## config.mk

```make
export PLATFORM = sky130hd
export DESIGN_NAME = triggered_round_robin_demux_flat
export DESIGN_NICKNAME = d
export VERILOG_FILES = /design/src/design/trrd_pkg.sv /design/src/design/trrd_ifs.sv /design/src/design/trrd_front.sv /design/src/design/trrd_fifo.sv /design/src/design/trrd_back.sv /design/src/design/triggered_round_robin_demux.sv /design/src/flat_wrapper.sv
export SDC_FILE = /design/constraint.sdc
export NUM_CORES = 1
export LEC_CHECK = 0
export ABC_AREA = 1
export ABC_CLOCK_PERIOD_IN_PS = 11550
export BUFFER_PORTS_ARGS = -buffer_cell sky130_fd_sc_hd__buf_2
export CAP_MARGIN = 20
export CORE_UTILIZATION = 25
export DETAILED_ROUTE_END_ITERATION = 10
export HOLD_SLACK_MARGIN = 0.08
export SETUP_SLACK_MARGIN = 0.5
export SYNTH_ARGS = -nofsm -noshare
export SYNTH_HDL_FRONTEND = slang
export SYNTH_SLANG_ARGS = --single-unit
```

## constraint.sdc

```tcl
create_clock -name clk -period 11.55 [get_ports clk]
set_input_delay 0.5775 -clock clk [delete_from_list [all_inputs] [get_ports clk]]
set_output_delay 0.5775 -clock clk [all_outputs]
set_load 0.005 [all_outputs]
```

## src/design/trrd_pkg.sv

```systemverilog
package trrd_pkg;

	localparam int NUM_LEN = 4;
	localparam int STREAM_W = 2;
	localparam int LEN_W = 13;
	localparam int DLY_W = 16;
	localparam int USE_W = 3;
	localparam int DATA_W = 32;
	localparam int LEVEL_W = 16;
	localparam int CFG_IDX_W = 3;
	localparam int CFG_DATA_W = 16;
	localparam int FIFO_DEPTH = 4;
	localparam int PTR_W = $clog2(FIFO_DEPTH);
	localparam int CNT_W = $clog2(FIFO_DEPTH + 1);

	localparam int NUM_OUTPUTS_DEF = 4;
	localparam int DATA_BITS_DEF = 32;
	localparam int MAX_PACKET_DEF = 4096;

	typedef enum logic [CFG_IDX_W-1:0] {
		REG_OUTPUTS_IN_USE = 3'd0,
		REG_PACKET_LEN_0   = 3'd1,
		REG_PACKET_LEN_1   = 3'd2,
		REG_PACKET_LEN_2   = 3'd3,
		REG_PACKET_LEN_3   = 3'd4,
		REG_TRIGGER_DELAY  = 3'd5
	} cfg_reg_t;

	typedef enum logic {
		KIND_ROUTE   = 1'b0,
		KIND_DISCARD = 1'b1
	} result_kind_t;

	// everything one input item causes, queued between front and back
	typedef struct packed {
		logic                disc;
		logic [STREAM_W-1:0] disc_stream;
		logic                route;
		logic [STREAM_W-1:0] route_stream;
		logic [DATA_W-1:0]   data;
		logic                start;
		logic                pend;
	} item_rec_t;

	typedef struct packed {
		logic             full;
		logic             empty;
		logic [CNT_W-1:0] count;
	} fifo_stat_t;

endpackage

```

## src/design/trrd_ifs.sv

```systemverilog
interface trrd_in_if;
	logic                                     valid;
	logic                                     ready;
	logic [trrd_pkg::DATA_W-1:0]              sample_data;
	logic signed [trrd_pkg::LEVEL_W-1:0]      trigger_level;

	modport source (output valid, sample_data, trigger_level, input ready);
	modport sink (input valid, sample_data, trigger_level, output ready);
endinterface

interface trrd_out_if;
	logic                              valid;
	logic                              ready;
	logic                              result_kind;
	logic [trrd_pkg::STREAM_W-1:0]     out_stream;
	logic [trrd_pkg::DATA_W-1:0]       out_data;
	logic                              packet_start;
	logic                              packet_end;
	logic                              last_of_item;

	modport source (output valid, result_kind, out_stream, out_data, packet_start,
		packet_end, last_of_item, input ready);
	modport sink (input valid, result_kind, out_stream, out_data, packet_start,
		packet_end, last_of_item, output ready);
endinterface

interface trrd_cfg_if;
	logic                               valid;
	logic                               ready;
	logic [trrd_pkg::CFG_IDX_W-1:0]     index;
	logic [trrd_pkg::CFG_DATA_W-1:0]    data;

	modport source (output valid, index, data, input ready);
	modport sink (input valid, index, data, output ready);
endinterface

```

## src/design/trrd_front.sv

```systemverilog
module trrd_front #(
	parameter int NUM_OUTPUTS = trrd_pkg::NUM_OUTPUTS_DEF,
	parameter int DATA_BITS = trrd_pkg::DATA_BITS_DEF,
	parameter int MAX_PACKET = trrd_pkg::MAX_PACKET_DEF
) (
	input  logic                 clk,
	input  logic                 arst_n,
	trrd_cfg_if.sink             cfg,
	trrd_in_if.sink              samples,
	input  logic                 full,
	output logic                 push,
	output trrd_pkg::item_rec_t  rec
);
	import trrd_pkg::*;

	typedef struct packed {
		logic                found;
		logic [STREAM_W-1:0] idx;
	} pick_t;

	localparam int MAX_USE = (1 << USE_W) - 1;
	localparam logic [DATA_W-1:0] DATA_MASK =
		(DATA_BITS >= DATA_W) ? {DATA_W{1'b1}} : DATA_W'((64'd1 << DATA_BITS) - 64'd1);

	// first stream at or after 'from', cyclic over n, with a non-zero length
	function automatic pick_t next_nz(input logic [USE_W-1:0] from,
			input logic [USE_W-1:0] n, input logic [NUM_LEN-1:0] nzv);
		pick_t p;
		logic [USE_W:0] idx;
		p = '0;
		for (int k = MAX_USE - 1; k >= 0; k--) begin
			idx = {1'b0, from} + (USE_W+1)'(k);
			if (idx >= {1'b0, n})
				idx = idx - {1'b0, n};
			if ((USE_W+1)'(k) < {1'b0, n} && idx < (USE_W+1)'(NUM_LEN)
					&& nzv[idx[STREAM_W-1:0]]) begin
				p.found = 1'b1;
				p.idx = idx[STREAM_W-1:0];
			end
		end
		return p;
	endfunction

	logic [USE_W-1:0]    use_q;
	logic [LEN_W-1:0]    len_q [NUM_LEN];
	logic [DLY_W-1:0]    dly_cfg_q;

	logic [STREAM_W-1:0] cur_q;
	logic [LEN_W-1:0]    pos_q;
	logic [DLY_W-1:0]    dly_q;
	logic                wait_q;
	logic                prev_zero_q;

	logic [LEN_W-1:0]    eff_len [NUM_LEN];
	logic [NUM_LEN-1:0]  nz;
	logic [USE_W-1:0]    n;
	pick_t               first_pick, skip_pick, end_pick;

	logic                accept, positive, trig;
	logic [STREAM_W-1:0] st_cur;
	logic [LEN_W-1:0]    st_pos;
	logic [DLY_W-1:0]    st_dly;
	logic                st_wait;
	logic                disc, route, start, pend, ok;

	assign cfg.ready = 1'b1;

	always_ff @(posedge clk or negedge arst_n) begin
		if (!arst_n) begin
			use_q <= USE_W'(1);
			for (int i = 0; i < NUM_LEN; i++)
				len_q[i] <= (i == 0) ? LEN_W'(1) : '0;
			dly_cfg_q <= '0;
		end else if (cfg.valid) begin
			unique case (cfg_reg_t'(cfg.index))
				REG_OUTPUTS_IN_USE: use_q <= cfg.data[USE_W-1:0];
				REG_PACKET_LEN_0:   len_q[0] <= cfg.data[LEN_W-1:0];
				REG_PACKET_LEN_1:   len_q[1] <= cfg.data[LEN_W-1:0];
				REG_PACKET_LEN_2:   len_q[2] <= cfg.data[LEN_W-1:0];
				REG_PACKET_LEN_3:   len_q[3] <= cfg.data[LEN_W-1:0];
				REG_TRIGGER_DELAY:  dly_cfg_q <= cfg.data;
				default: ;
			endcase
		end
	end

	always_comb begin
		for (int i = 0; i < NUM_LEN; i++) begin
			eff_len[i] = (32'(len_q[i]) > MAX_PACKET) ? LEN_W'(MAX_PACKET) : len_q[i];
			nz[i] = (i < NUM_OUTPUTS) && (eff_len[i] != '0);
		end
		if (use_q == '0)
			n = USE_W'(1);
		else if (32'(use_q) > NUM_OUTPUTS)
			n = USE_W'(NUM_OUTPUTS);
		else
			n = use_q;
	end

	assign first_pick = next_nz('0, n, nz);

	assign accept = samples.valid && samples.ready;
	assign samples.ready = !full;
	assign positive = samples.trigger_level > 0;
	assign trig = prev_zero_q && positive;

	always_comb begin
		st_cur = cur_q;
		st_pos = pos_q;
		st_dly = dly_q;
		st_wait = wait_q;
		disc = 1'b0;
		route = 1'b0;
		start = 1'b0;
		pend = 1'b0;
		ok = 1'b0;
		skip_pick = '0;
		if (trig) begin
			disc = pos_q != '0;
			st_pos = '0;
			st_cur = first_pick.found ? first_pick.idx : '0;
			st_dly = dly_cfg_q;
			st_wait = dly_cfg_q != '0;
		end
		if (st_wait) begin
			if (st_dly != '0)
				st_dly = st_dly - DLY_W'(1);
			if (st_dly == '0)
				st_wait = 1'b0;
		end else begin
			ok = 1'b1;
			// current stream dropped out of use: move on without a discard
			if (!({1'b0, st_cur} < n && nz[st_cur])) begin
				skip_pick = next_nz(({1'b0, st_cur} >= n) ? '0 : {1'b0, st_cur} + USE_W'(1),
					n, nz);
				st_pos = '0;
				if (!skip_pick.found) begin
					ok = 1'b0;
					st_cur = '0;
				end else begin
					st_cur = skip_pick.idx;
				end
			end
			if (ok) begin
				route = 1'b1;
				start = st_pos == '0;
				st_pos = st_pos + LEN_W'(1);
				pend = st_pos >= eff_len[st_cur];
			end
		end
	end

	// stream that follows a completed packet
	assign end_pick = next_nz({1'b0, st_cur} + USE_W'(1), n, nz);

	always_comb begin
		rec.disc = disc;
		rec.disc_stream = cur_q;
		rec.route = route;
		rec.route_stream = st_cur;
		rec.data = samples.sample_data & DATA_MASK;
		rec.start = start;
		rec.pend = pend;
	end

	assign push = accept && (disc || route);

	always_ff @(posedge clk or negedge arst_n) begin
		if (!arst_n) begin
			cur_q <= '0;
			pos_q <= '0;
			dly_q <= '0;
			wait_q <= 1'b0;
			prev_zero_q <= 1'b1;
		end else if (accept) begin
			prev_zero_q <= samples.trigger_level == '0;
			dly_q <= st_dly;
			wait_q <= st_wait;
			if (pend) begin
				pos_q <= '0;
				cur_q <= end_pick.found ? end_pick.idx : '0;
			end else begin
				pos_q <= st_pos;
				cur_q <= st_cur;
			end
		end
	end

endmodule

```

## src/design/trrd_fifo.sv

```systemverilog
module trrd_fifo (
	input  logic                  clk,
	input  logic                  arst_n,
	input  logic                  push,
	input  trrd_pkg::item_rec_t   wr_rec,
	input  logic                  pop,
	output trrd_pkg::item_rec_t   head,
	output trrd_pkg::fifo_stat_t  stat
);
	import trrd_pkg::*;

	item_rec_t        mem [FIFO_DEPTH];
	logic [PTR_W-1:0] wr_ptr_q, rd_ptr_q;
	logic [CNT_W-1:0] count_q;
	logic             do_push, do_pop;

	assign do_push = push && (count_q != CNT_W'(FIFO_DEPTH));
	assign do_pop = pop && (count_q != '0);

	always_ff @(posedge clk) begin
		if (do_push)
			mem[wr_ptr_q] <= wr_rec;
	end

	always_ff @(posedge clk or negedge arst_n) begin
		if (!arst_n) begin
			wr_ptr_q <= '0;
			rd_ptr_q <= '0;
			count_q <= '0;
		end else begin
			if (do_push)
				wr_ptr_q <= wr_ptr_q + PTR_W'(1);
			if (do_pop)
				rd_ptr_q <= rd_ptr_q + PTR_W'(1);
			case ({do_push, do_pop})
				2'b10: count_q <= count_q + CNT_W'(1);
				2'b01: count_q <= count_q - CNT_W'(1);
				default: ;
			endcase
		end
	end

	assign head = mem[rd_ptr_q];
	assign stat.full = count_q == CNT_W'(FIFO_DEPTH);
	assign stat.empty = count_q == '0;
	assign stat.count = count_q;

endmodule

```

## src/design/trrd_back.sv

```systemverilog
module trrd_back (
	input  logic                  clk,
	input  logic                  arst_n,
	input  trrd_pkg::item_rec_t   head,
	input  trrd_pkg::fifo_stat_t  stat,
	output logic                  pop,
	trrd_out_if.source            results
);
	import trrd_pkg::*;

	// set once the discard of a two-result item has gone out
	logic phase_q;
	logic show_disc, last, xfer;

	assign show_disc = head.disc && !phase_q;
	assign last = !(show_disc && head.route);
	assign xfer = results.valid && results.ready;
	assign pop = xfer && last;

	always_comb begin
		results.valid = !stat.empty;
		results.result_kind = show_disc ? KIND_DISCARD : KIND_ROUTE;
		results.out_stream = show_disc ? head.disc_stream : head.route_stream;
		results.out_data = show_disc ? '0 : head.data;
		results.packet_start = !show_disc && head.start;
		results.packet_end = !show_disc && head.pend;
		results.last_of_item = last;
	end

	always_ff @(posedge clk or negedge arst_n) begin
		if (!arst_n)
			phase_q <= 1'b0;
		else if (xfer)
			phase_q <= !last;
	end

endmodule

```

## src/design/triggered_round_robin_demux.sv

```systemverilog
// channel   role    transfer when            payload
// cfg       sink    cfg.valid & ready        index, data (ready always high)
// samples   sink    samples.valid & ready    sample_data, trigger_level
// results   source  results.valid & ready    kind, stream, data, start, end, last
//
// One sample is taken per clock; the front updates routing state in that cycle.
// Each sample yields zero, one or two results; the back sends one per clock while
// results.ready is high; a sample with both a discard and a routed result sends the
// discard first. A four-entry queue sits between front and back; samples stall only
// when it is full. Reset is asynchronous and needs no clearing pass.
module triggered_round_robin_demux #(
	parameter int NUM_OUTPUTS = trrd_pkg::NUM_OUTPUTS_DEF,
	parameter int DATA_BITS = trrd_pkg::DATA_BITS_DEF,
	parameter int MAX_PACKET = trrd_pkg::MAX_PACKET_DEF
) (
	input logic          clk,
	input logic          arst_n,
	trrd_cfg_if.sink     cfg,
	trrd_in_if.sink      samples,
	trrd_out_if.source   results
);
	import trrd_pkg::*;

	logic       push, pop;
	item_rec_t  wr_rec, head;
	fifo_stat_t stat;

	trrd_front #(
		.NUM_OUTPUTS(NUM_OUTPUTS),
		.DATA_BITS(DATA_BITS),
		.MAX_PACKET(MAX_PACKET)
	) u_front (
		.clk(clk),
		.arst_n(arst_n),
		.cfg(cfg),
		.samples(samples),
		.full(stat.full),
		.push(push),
		.rec(wr_rec)
	);

	trrd_fifo u_fifo (
		.clk(clk),
		.arst_n(arst_n),
		.push(push),
		.wr_rec(wr_rec),
		.pop(pop),
		.head(head),
		.stat(stat)
	);

	trrd_back u_back (
		.clk(clk),
		.arst_n(arst_n),
		.head(head),
		.stat(stat),
		.pop(pop),
		.results(results)
	);

	a_fifo_bound: assert property (@(posedge clk) disable iff (!arst_n)
		stat.count <= CNT_W'(FIFO_DEPTH))
		else $error("queue count beyond depth");

	a_disc_then_route: assert property (@(posedge clk) disable iff (!arst_n)
		results.valid && results.ready && results.result_kind == KIND_DISCARD
			&& !results.last_of_item
		|=> results.valid && results.result_kind == KIND_ROUTE)
		else $error("discard not followed by its routed sample");

	a_route_is_last: assert property (@(posedge clk) disable iff (!arst_n)
		results.valid && results.result_kind == KIND_ROUTE |-> results.last_of_item)
		else $error("routed sample not last of its item");

endmodule
```

## src/flat_wrapper.sv

```systemverilog
// flat-port wrapper written by rule: the top's interface ports become plain ports
module triggered_round_robin_demux_flat import trrd_pkg::*;
#(
	parameter int NUM_OUTPUTS = trrd_pkg::NUM_OUTPUTS_DEF,
	parameter int DATA_BITS = trrd_pkg::DATA_BITS_DEF,
	parameter int MAX_PACKET = trrd_pkg::MAX_PACKET_DEF
)
  (clk, arst_n, cfg_valid, cfg_index, cfg_data, cfg_ready, samples_valid, samples_sample_data, samples_trigger_level, samples_ready, results_valid, results_result_kind, results_out_stream, results_out_data, results_packet_start, results_packet_end, results_last_of_item, results_ready);
  trrd_cfg_if cfg_i ();
  trrd_in_if samples_i ();
  trrd_out_if results_i ();
  input logic clk;
  input logic arst_n;
  input wire logic [$bits(cfg_i.valid)-1:0] cfg_valid;
  input wire logic [$bits(cfg_i.index)-1:0] cfg_index;
  input wire logic [$bits(cfg_i.data)-1:0] cfg_data;
  output wire logic [$bits(cfg_i.ready)-1:0] cfg_ready;
  input wire logic [$bits(samples_i.valid)-1:0] samples_valid;
  input wire logic [$bits(samples_i.sample_data)-1:0] samples_sample_data;
  input wire logic [$bits(samples_i.trigger_level)-1:0] samples_trigger_level;
  output wire logic [$bits(samples_i.ready)-1:0] samples_ready;
  output wire logic [$bits(results_i.valid)-1:0] results_valid;
  output wire logic [$bits(results_i.result_kind)-1:0] results_result_kind;
  output wire logic [$bits(results_i.out_stream)-1:0] results_out_stream;
  output wire logic [$bits(results_i.out_data)-1:0] results_out_data;
  output wire logic [$bits(results_i.packet_start)-1:0] results_packet_start;
  output wire logic [$bits(results_i.packet_end)-1:0] results_packet_end;
  output wire logic [$bits(results_i.last_of_item)-1:0] results_last_of_item;
  input wire logic [$bits(results_i.ready)-1:0] results_ready;
  assign cfg_i.valid = cfg_valid;
  assign cfg_i.index = cfg_index;
  assign cfg_i.data = cfg_data;
  assign cfg_ready = cfg_i.ready;
  assign samples_i.valid = samples_valid;
  assign samples_i.sample_data = samples_sample_data;
  assign samples_i.trigger_level = samples_trigger_level;
  assign samples_ready = samples_i.ready;
  assign results_valid = results_i.valid;
  assign results_result_kind = results_i.result_kind;
  assign results_out_stream = results_i.out_stream;
  assign results_out_data = results_i.out_data;
  assign results_packet_start = results_i.packet_start;
  assign results_packet_end = results_i.packet_end;
  assign results_last_of_item = results_i.last_of_item;
  assign results_i.ready = results_ready;
  triggered_round_robin_demux #(.NUM_OUTPUTS(NUM_OUTPUTS), .DATA_BITS(DATA_BITS), .MAX_PACKET(MAX_PACKET)) u_core (.clk(clk), .arst_n(arst_n), .cfg(cfg_i), .samples(samples_i), .results(results_i));
endmodule
```

==> results of run 1 <==
layout make-up:
type,count,area share (%)
sequential,272,40.9
multi-input combinational,1316,38.6
inverter,281,5.69
tap,846,5.68
clock buffer,35,4.24
timing repair buffer,136,4.00
clock inverter,18,0.920
sequential cells by signal (all words and copies together) (netlist names), 2 cells and up:
register / cells
u_core.u_fifo.mem: 160
u_core.u_front.len_q: 52
u_core.u_front.dly_cfg_q: 16
u_core.u_front.dly_q: 16
u_core.u_front.pos_q: 13
u_core.u_fifo.count_q: 3
u_core.u_front.use_q: 3
u_core.u_fifo.rd_ptr_q: 2
u_core.u_fifo.wr_ptr_q: 2
u_core.u_front.cur_q: 2
through the flow:
step / instance area, µm² / cells / utilization (%) / setup slack, ns / hold WS [ns]
CTS: 18600 / 2903 / 29.4 / 0.925 / 0.0916
finish: 18600 / 2904 / 29.4 / 1.42 / 0.0653
global route: 18600 / 2904 / 29.4 / 0.495 / 0.125
detailed placement: 17600 / 2850 / 27.8 / 0.984 / 0.465
global placement: 17600 / 2850 / 27.8 / 1.07 / 0.463
floorplan: 16100 / 1938 / - / 2.28 / 0.282
metal layers:
metal	GRT usage (%)	up-vias	share of wire, %
met2	20.5	372	45
met5	0	-	0
met1	18.3	6274	48
met4	2.35	0	1.3
li1	-	6721	-
met3	1.99	41	5.5
worst paths after layout:
path | slack [ns] | startpoint | endpoint | cells after the start
min reg2reg | 0.47 | u_core.u_fifo.count_q[0]$_DFFE_PN0P_ | u_core.u_fifo.count_q[0]$_DFFE_PN0P_ | 1
min in group clk | 0.21 | samples_sample_data[6] | u_core.u_fifo.mem[1][8]$_DFFE_PP_ | 1
min | 0.07 | arst_n | u_core.u_front.len_q[9]$_DFFE_PN0P_ | 1
max | 1.42 | u_core.u_front.use_q[0]$_DFFE_PN1P_ | u_core.u_front.cur_q[0]$_DFFE_PN0P_ | 60
max reg2reg | 1.42 | u_core.u_front.use_q[0]$_DFFE_PN1P_ | u_core.u_front.cur_q[0]$_DFFE_PN0P_ | 60
max in group asynchronous | 10.19 | arst_n | u_core.u_fifo.rd_ptr_q[0]$_DFFE_PN0P_ | 2
cells in the final DEF (no fill, tap or decap), drive strengths merged, types with 17 or more instances in the layout:
master / instances
nand2: 374
inv: 280
o21ai: 253
nor2: 211
edfxtp: 160
buf: 136
nand3: 120
dfrtp: 109
ha: 73
a21oi: 63
o22ai: 51
clkbuf: 35
nand4: 28
xor2: 23
a31oi: 17
nor4: 17
worst max-delay path: cells and delay by family, from the launching register on:
family / cells / cell delay, ns
AO/OA/AOI/OAI: 16 / 3.22
adder cells (fa/ha/maj): 6 / 2.16
buffers and inverters: 12 / 1.59
flip-flops: 1 / 0.56
AND/OR/NAND/NOR: 26 / 2.50
cell families (layout without fill, tap and decap cells):
family | after synthesis | in the layout | synth area share [%]
compound gates | 430 | 430 | 14.9
xor+xnor | 29 | 29 | 1.58
fa+ha+maj | 85 | 85 | 7.18
buf+inv | 350 | 470 | 8.33
flops | 272 | 272 | 47.3
mux | 1 | 1 | 0.0701
other cells | 1 | 1 | 0.0233
simple gates | 770 | 770 | 20.6
cell usage after synthesis, types with 10 or more instances:
library cell  count  area (µm²)
a21oi_1          63         315
a22oi_1          15         113
a31oi_1          17         106
clkbuf_1         58         218
dfrtp_1         109        2730
edfxtp_1        160        4800
fa_1             12         240
ha_1             73         913
inv_1           267        1000
nand2_1         363        1360
nand2_2          10        62.6
nand3_1         112         561
nand4_1          26         163
nor2_1          210         788
nor4_1           17         106
o21ai_0         245        1230
o22ai_1          51         319
xor2_1           23         201
==> results_dict.tcl, run 1 <==
set metrics [dict create \
    status "completed" \
    slowest_delay_ns 0.76 \
    ant_nets 0 \
    core_area_um2 63300 \
    synth_edf_count 160 \
    cts_sinks 272 \
    multi_input_area_um2 7190 \
    wl_per_cell_um 14.7 \
    grt.total_usage_pct 12.8 \
    rows 92 \
    numCtsBuffers 30 \
    dieHeight_um 256 \
    io_buffers 111 \
    ctsHtreeMaxLevel 1 \
    cts_tree "yes" \
    clock_skew_ns 0.0182 \
    dp_hpwl_um 29500 \
    ios 113 \
    worst-endpoint-required_ns 12.07 \
    syn_to_final_growth_pct 15.9 \
    synth_nets 2095 \
    cts_buffer_depth 3 \
    end_kind "register" \
    synthCells 1938 \
    avgSynthCellArea_um2 8.29 \
    ctsRootBufferMaster "clkbuf_16" \
    vias_per_cell 4.62 \
    synth_cell_types 53 \
    drt_pass1_iterations 5 \
    cts_hold_buf 0 \
    antenna_cells 0 \
    initial_core_util_pct 25.4 \
    period_minus_slack_ns 10.13 \
    hp-class "primary input to async pin" \
    worstPathArrival_ns 10.64 \
    critPathMaxFanout 9 \
    max-slew-margin-rel_pct 24.9 \
    synth-async-reset-ratio_pct 41.2 \
    tns_ns 0 \
    overflow 0 \
    gp_congestion 0.893 \
    regArea_um2 7610 \
    slew_viol_final 0 \
    drc_errors 0 \
    grt_pass1_vias 12699 \
    vias 13408 \
    setup.worst_path.class "register to register" \
    die_area_um2 65300 \
    grt_max_degree 66 \
    die_x_um 256 \
    ys_seq_area_share_pct 47.3 \
    drt_iter0_markers 1302 \
    max_freq_mhz 98.7 \
    crit_path_start_kind "register" \
    synth_top_flop_cell "edfxtp_1" \
    worst_slew_pin_slew_ns 1.12 \
    fin_nets 2194 \
    cap_viol_max_count 0 \
    grt_pass1_wl_um 69000 \
    cts_setup_buffers 0 \
    layout-drive-gt1-share_pct 11.4 \
    hold_viol_final 0 \
    crit_slowest_cell "a2111oi_0" \
    crit_top_cell "nand2_1" \
    antenna_found_initial 0 \
    ctsResizeCount 0 \
    fillers 6752 \
    ys_ff_latch 272 \
    timing.final.crit_share_pct 87.7 \
    clk_pin_slew_ns 0.06 \
    grt_setup_unrepaired "no" \
    yosysWarnings 0 \
    clk_latency_ns 0.58 \
    drt-total-wl_um 42600 \
    netlist_area_um2 16100 \
    setup_viol 0 \
]
Power of run 1 is not shown: default switching activity piles up to over one toggle a cycle in this logic, so the estimate is an artifact.
==> inputs of run 2 (changes only) <==
- CORE_UTILIZATION: 25 -> 40
==> run 2 against run 1 <==
  * Setup slack better by 0.016 ns
  * Clock skew decreased by 0.0045 ns
  * Clock-buffer cell count rose by 8
  * Worst hold slack better by 0.16 ns
  * Routed wire length decreased by 3.0%
  * Critical path type unchanged
  * Largest cell class unchanged
==> results_dict.tcl, run 2 (synthesis gave the netlist of run 1 again) <==
set metrics [dict create \
    status "completed" \
    regMostFlops "u_core.u_fifo.mem" \
    reg2reg_from "u_core.u_front.use_q[0]$_DFFE_PN1P_" \
    setup.worst_path.class "register to register" \
    core_area_um2 39600 \
    syn_to_final_growth_pct 14.2 \
    die_area_um2 41000 \
    vias 13597 \
    layout-drive-gt1-share_pct 11.5 \
    grt.total_usage_pct 19.9 \
    initial_core_util_pct 40.5 \
    cts_sinks 272 \
    largest_reg_flops 160 \
    worst-endpoint-required_ns 12.01 \
    gp_congestion 0.884 \
    clk_pin_slew_ns 0.06 \
    worstPathArrival_ns 10.57 \
    grt_pass1_vias 12685 \
    grt_max_degree 82 \
    cts_buffer_depth 3 \
    rows 73 \
    numCtsBuffers 29 \
    worst_slew_pin_slew_ns 0.932 \
    min_from "samples_sample_data[8]" \
    grt_setup_unrepaired "no" \
    ctsRootBufferMaster "clkbuf_16" \
    die_x_um 202 \
    setup_viol 0 \
    timing.final.crit_share_pct 87.5 \
    drt_pass1_iterations 5 \
    clk_latency_ns 0.57 \
    dp_hpwl_um 28500 \
    wl_per_cell_um 16.0 \
    drt_iter0_markers 1071 \
    end_kind "register" \
    cp_top_family "adder cells" \
    max-slew-margin-rel_pct 37.7 \
    io_buffers 111 \
    slew_viol_final 0 \
    tns_ns 0 \
    cap_viol_max_count 0 \
    grt_pass1_wl_um 66400 \
    path_buf_inv 8 \
    ios 113 \
    crit_slowest_cell "dfstp_2" \
    max_freq_mhz 98.9 \
    crit_top_cell "nand2_1" \
    crit_path_start_kind "register" \
    period_minus_slack_ns 10.11 \
    cts_setup_buffers 0 \
    cts_tree "yes" \
    layout_common_cells "360 x nand2_1, 266 x inv_1, 245 x o21ai_0, 205 x nor2_1, 160 x edfxtp_1" \
    fin_nets 2192 \
    overflow 0 \
    slowest_delay_ns 0.58 \
    drt-total-wl_um 41300 \
    dieHeight_um 202 \
    hold_viol_final 0 \
    ant_nets 0 \
    hp-class "primary input to register" \
    drc_errors 0 \
    crit_start "u_core.u_front.use_q[0]$_DFFE_PN1P_" \
    antenna_found_initial 0 \
    clock_skew_ns 0.0137 \
    reg_top3 "u_core.u_fifo.mem: 160 flops, u_core.u_front.len_q: 52 flops" \
    critPathMaxFanout 9 \
    vias_per_cell 5.26 \
    ctsHtreeMaxLevel 1 \
    final_common_cell "nand2_1" \
    reg2reg_slack_ns 1.44 \
]
==> run 2: layer usage <==
layer / track usage, % / routed length [µm]
met3: 2.65 / 2320
met5: 0 / 0
met4: 3.95 / 594
met1: 27.1 / 18900
met2: 33.8 / 19500
==> run 2: path summary, 6_finish.rpt <==
check / endpoint / cells past startpoint
setup / recovery: u_core.u_front.cur_q[0]$_DFFE_PN0P_ / 52
hold / removal: u_core.u_fifo.mem[3][10]$_DFFE_PP_ / 1
setup reg to reg: u_core.u_front.cur_q[0]$_DFFE_PN0P_ / 52
hold reg to reg: u_core.u_fifo.count_q[0]$_DFFE_PN0P_ / 1
max in group asynchronous: u_core.u_fifo.rd_ptr_q[0]$_DFFE_PN0P_ / 3
min in group asynchronous: u_core.u_front.dly_cfg_q[13]$_DFFE_PN0P_ / 2
==> run 2: layout make-up <==
| class | instances | area [µm²] |
|---|---|---|
| Sequential cell | 272 | 7610 |
| Fill cell | 3856 | 21300 |
| Clock buffer | 43 | 870 |
| Timing Repair Buffer | 135 | 761 |
| Clock inverter | 10 | 170 |
| Inverter | 281 | 1060 |
| Antenna cell | 1 | 2.50 |
| Tap cell | 525 | 657 |
| Multi-Input combinational cell | 1316 | 7210 |
==> run 2: repair_timing <==
item                                    4_1_cts  5_1_grt
endpoints found under the hold margin         4        0
endpoints found under the setup margin        1        8
hold buffers                                  1        0
resized for setup                             1       16
==> run 2: worst reg2reg max path: cells and delay by family, from the launching register on <==
| family | cells | cell delay, ns |
|---|---|---|
| AO/OA/AOI/OAI | 12 | 2.06 |
| adder cells (fa/ha/maj) | 9 | 3.42 |
| buffers and inverters | 8 | 0.95 |
| flip-flops | 1 | 0.58 |
| AND/OR/NAND/NOR | 23 | 3.00 |
==> run 2: per-stage QoR <==
stage / worst slack [ns] / instances / hold slack (ns) / instance area (µm²) / utilization [%]
floorplan: 2.28 / 1938 / 0.282 / 16100 / -
global placement: 0.855 / 2525 / 0.465 / 17200 / 43.4
detailed placement: 0.505 / 2525 / 0.471 / 17200 / 43.4
CTS: 0.732 / 2579 / 0.203 / 18200 / 46.0
global route: 0.546 / 2582 / 0.204 / 18300 / 46.3
finish: 1.44 / 2583 / 0.226 / 18300 / 46.3
Power of run 2 is left out for the same reason.
